--- src/hdl/emb_pkg.sv ---
// Package for the 3x3 emboss filter: pixel and column types, field widths,
// register indexes, the emboss kernel and the clamp function.
// No dependencies.
package emb_pkg;

  // Fixed field widths.
  localparam int CHAN_W    = 8;
  localparam int CHANNELS  = 3;
  localparam int PIX_W     = CHAN_W * CHANNELS;
  localparam int CFG_W     = 13;
  localparam int IMG_W_W   = 12;
  localparam int IMG_H_W   = 13;
  localparam int ROW_OUT_W = 12;
  localparam int COL_OUT_W = 11;
  localparam int SUM_W     = 12;
  localparam int IN_DATA_W  = 24;
  localparam int OUT_DATA_W = 48;

  // Register indexes of the configuration port.
  localparam int IDX_W = 2;
  localparam logic [IDX_W-1:0] REG_IMAGE_WIDTH  = 2'd0;
  localparam logic [IDX_W-1:0] REG_IMAGE_HEIGHT = 2'd1;

  // One pixel; channel 0 (red) sits in the lowest bits.
  typedef logic [CHANNELS-1:0][CHAN_W-1:0] pix_t;

  // One window column: the pixel two rows up, one row up and the current row.
  typedef struct packed {
    pix_t cur;
    pix_t mid;
    pix_t up;
  } column_t;

  // Signed partial sums, one per channel.
  typedef logic signed [SUM_W-1:0] sum_t;
  typedef sum_t [CHANNELS-1:0] sums_t;

  // Position and end-of-frame flag that travel with a result.
  typedef struct packed {
    logic                 last;
    logic [ROW_OUT_W-1:0] row;
    logic [COL_OUT_W-1:0] col;
  } tag_t;

  // Emboss kernel, indexed [row][column]; row 0 is the oldest line,
  // column 0 the oldest pixel.
  localparam int KERNEL [3][3] = '{'{-2, -1, 0}, '{-1, 1, 1}, '{0, 1, 2}};

  // Clamps a signed sum to the range of one channel.
  function automatic logic [CHAN_W-1:0] clamp_byte(input sum_t s);
    logic [CHAN_W-1:0] r;
    if (s < 0) begin
      r = '0;
    end else if (s > sum_t'(255)) begin
      r = '1;
    end else begin
      r = s[CHAN_W-1:0];
    end
    return r;
  endfunction

endpackage

--- src/hdl/emb_cell.sv ---
// One cell of the window chain: holds one 3-pixel column, passes it to the
// older neighbor on each shift, and adds its kernel column to the running sum.
// Depends on emb_pkg.
module emb_cell #(
  parameter int COL = 0
) (
  input  logic             clk,
  input  logic             en,
  input  emb_pkg::column_t col_in,
  input  emb_pkg::sums_t   sum_in,
  output emb_pkg::column_t col_out,
  output emb_pkg::sums_t   sum_out
);
  import emb_pkg::*;

  column_t col_q;

  // The column shifts in from the newer neighbor.
  always_ff @(posedge clk) begin
    if (en) begin
      col_q <= col_in;
    end
  end

  assign col_out = col_q;

  // Weighted column sum per channel, added to the sum of the older cells.
  always_comb begin
    int acc;
    for (int ch = 0; ch < CHANNELS; ch++) begin
      acc = int'(sum_in[ch])
          + KERNEL[0][COL] * int'(col_q.up[ch])
          + KERNEL[1][COL] * int'(col_q.mid[ch])
          + KERNEL[2][COL] * int'(col_q.cur[ch]);
      sum_out[ch] = SUM_W'(acc);
    end
  end

endmodule

--- config.mk ---
export PLATFORM = sky130hd
export DESIGN_NAME = emb_cell
export DESIGN_NICKNAME = d
export VERILOG_FILES = /design/src/hdl/emb_pkg.sv /design/src/hdl/emb_cell.sv
export SDC_FILE = /design/constraint.sdc
export NUM_CORES = 1
export LEC_CHECK = 0
export ABC_AREA = 1
export BUFFER_PORTS_ARGS = -buffer_cell sky130_fd_sc_hd__buf_2
export CORE_ASPECT_RATIO = 0.6
export CORE_MARGIN = 2
export CORE_UTILIZATION = 50
export DETAILED_ROUTE_END_ITERATION = 8
export HOLD_SLACK_MARGIN = 0.1
export PLACE_DENSITY = 0.85
export SETUP_SLACK_MARGIN = 0.5
export SYNTH_ARGS = -nofsm -noshare
export SYNTH_HDL_FRONTEND = slang
export SYNTH_SLANG_ARGS = --single-unit
--- constraint.sdc ---
create_clock -name clk -period 4.77 [get_ports clk]
set_clock_uncertainty 0.2 [all_clocks]
set_input_delay 0.954 -clock clk [delete_from_list [all_inputs] [get_ports clk]]
set_output_delay 0.954 -clock clk [all_outputs]
set_load 0.02 [all_outputs]
==> impl_metrics.toml <==
[status]
status = "completed"

[layout]
final_area_sq_um = 7383
largest_register_ffs = 72
syn2layout_area_growth_pct = 43.19
antenna_cells = 0
fillers = 699
nets = 1000
drive_above_1_share_pct = 41.09

[detailed_routing]
vias = 4704
wl_per_cell_um = 15.19
first_pass_iters = 5
drtAntennaViolNets = 0
finalWirelength_um = 14590
via_per_inst = 4.900
drc = 0
drt-initial-drc-count = 297

[grt]
antenna_found_initial = 0
grt_use_total_pct = 24.67
grt_pass1_vias = 4278
grt_pass1_wl_um = 20670
grt_max_degree = 30
gr-total-overflow = 0

[synth]
synth.avg_cell_area_sq_um = 8.952
synth_top_area_share_pct = 41.93
yosysTopAreaCell = "edfxtp_1"
synth_area_sq_um = 5156
synthCells = 576
ys_types = 19
synth_area_leaders = "edfxtp_1 42%, inv_1 11%, ha_1 11%, fa_1 9.3%, nand2_1 9.0%"
synth_seq_area_share_pct = 41.93
yosysWarnings = 0
synthesis.nets = 755
ys_seq_elements = 72

[hold_path]
min_from = "col_in[15]"
min_to = "col_out[15]"
hold_depth = 1
hp-class = "in -> reg"

[sta]
hold_viol = 0
maxSlewViolCount = 0
finalSetupViolations = 0
relSlewSlack_pct = 54.44
worst_pin_slew_ns = 0.6833
tns_ns = 0
min_period_over_period_pct = 88.10
fin_crit_ns = 4.202
rsz0062_at_grt = "yes"
maxClockFrequency_mhz = 238.0

[clock_tree]
cts.sinks = 72
cts_max_level = 3
cts_tree = "done"
cts.reportedPaths.clkPinSlew_ns = 0.06
cts_buffers = 9
cts_max_path_buffers = 2
cts_root_buf = "clkbuf_16"

[placed_design]
numPortBuffers = 217
place.gp.congestion = 0.9645
placed_area_sq_um = 6426
dp_hpwl_um = 11430

[floorplanning]
dieHeight_um = 82.66
rows = 28
pin_count = 218
start_util_pct = 51.82
die_w_um = 135.1
core_sq_um = 9950
dieArea_sq_um = 11170

[setup_path]
crit_type = "reg -> out"
cp.arrival_ns = 3.05
cp_top_family = "adder cells"
slowest_stage = "fa_1"
worstPathMaxFanout = 4
critPathBufInv = 4
start_kind = "register"
critPathCaptureType = "primary output"
cp_slowest_stage_delay_ns = 0.56
cp.required_ns = 3.62
crit_chain = "inv_2 -> ha_4 -> nand3_4 -> nor3_4 -> xor2_2 -> fa_1 -> inv_2 -> ha_4 -> nand2_2 -> nor2_4 -> nand3_2 -> inv_1 -> nor2_1 -> nand2_1 -> nand2_2 -> buf_6"

[power_and_ir_drop]
ir_drop_v = 0.0002956
power_uw = 3076
p_leak_uw = 0.003865
powerDensity_nw_per_um2 = 416.6

[job]
maxCapViolCount = 0
-- worst max path at each step --
| stage | start | to | cells past startpoint |
|---|---|---|---|
| floorplan | sum_in[13] | sum_out[19] | 10 |
| global placement | sum_in[1] | sum_out[9] | 14 |
| detailed placement | sum_in[1] | sum_out[9] | 14 |
| CTS | col_out[8] | sum_out[23] | 15 |
| global route | col_out[8] | sum_out[23] | 16 |
| finish | col_out[9] | sum_out[23] | 16 |
-- metrics by stage --
stage | util [%] | instances | hold slack [ns] | setup WS, ns
after global placement | 64.59 | 930 | 0.9302 | 0.6354
after CTS | 68.78 | 945 | 0.5854 | 0.4975
after detailed placement | 64.59 | 930 | 0.9321 | 0.5600
final | 74.21 | 960 | 0.5972 | 0.5677
after floorplan | - | 576 | 0.8529 | 0.7540
after global routing | 74.21 | 960 | 0.5810 | 0.4157
-- synth_stat cells --
cell / count
nand3_1: 36
fa_1: 24
edfxtp_1: 72
nand2_1: 123
a21o_1: 1
xnor2_1: 14
nand2_2: 1
nor2_1: 42
o21bai_1: 2
nand4_1: 7
ha_1: 45
nor3_1: 3
nor4_1: 1
o31ai_1: 1
a21oi_1: 17
xor2_1: 25
nor2_2: 4
inv_1: 157
or2_4: 1
-- per-layer routing --
| layer | part of all wire [%] | GRT usage [%] | up-vias |
|---|---|---|---|
| met1 | 43 | 34.29 | 2171 |
| met4 | 2.2 | 8.125 | 0 |
| met3 | 8.7 | 6.471 | 35 |
| met5 | 0 | 0 | - |
| met2 | 46 | 38.12 | 226 |
| li1 | - | - | 2272 |
-- power by group --
| part | leakage [uW] | switching, uW | internal (uW) | total, uW |
|---|---|---|---|---|
| clock | 0.000173 | 244 | 560 | 804 |
| combinational | 0.00299 | 918 | 560 | 1480 |
| sequential | 0.000705 | 38.7 | 755 | 794 |
-- cells by family after synthesis --
family          Yosys count  share of synthesized area, %
simple gates            218                         17.54
buf+inv                 157                         11.43
flops                    72                         41.93
fa+ha+maj                69                         20.24
xor+xnor                 39                         6.625
compound gates           21                         2.232
-- final cells by class --
cell class | count | area (sq um) | area share (%)
inverter | 157 | 589.3 | 7.982
sequential | 72 | 2162 | 29.28
clock buffer | 9 | 225.2 | 3.050
clock inverter | 6 | 132.6 | 1.796
tap | 135 | 168.9 | 2.288
timing repair buffer | 234 | 1247 | 16.90
multi-input combinational | 347 | 2858 | 38.71
-- what timing repair did --
action,CTS,global route
buffers inserted,0,15
setup endpoints to repair,15,18
gates resized for setup,19,102
pin swaps,0,24
hold buffers,0,0
-- cells in the final DEF (no fill, tap or decap), types with 6 or more instances in the layout --
master       n
a21oi_2      8
xor2_1      22
a21oi_1      7
fa_1        20
clkbuf_16    9
xnor2_1     13
nand2_2      7
ha_1        29
nand4_1      7
inv_1      144
nor2_4       6
edfxtp_1    72
buf_4       23
nand3_2      8
buf_2      208
ha_4        11
nor2_1      27
nand2_1    114
inv_2       13
nand3_1     25
nor2_2      13
(Power assumes the default switching activity.)
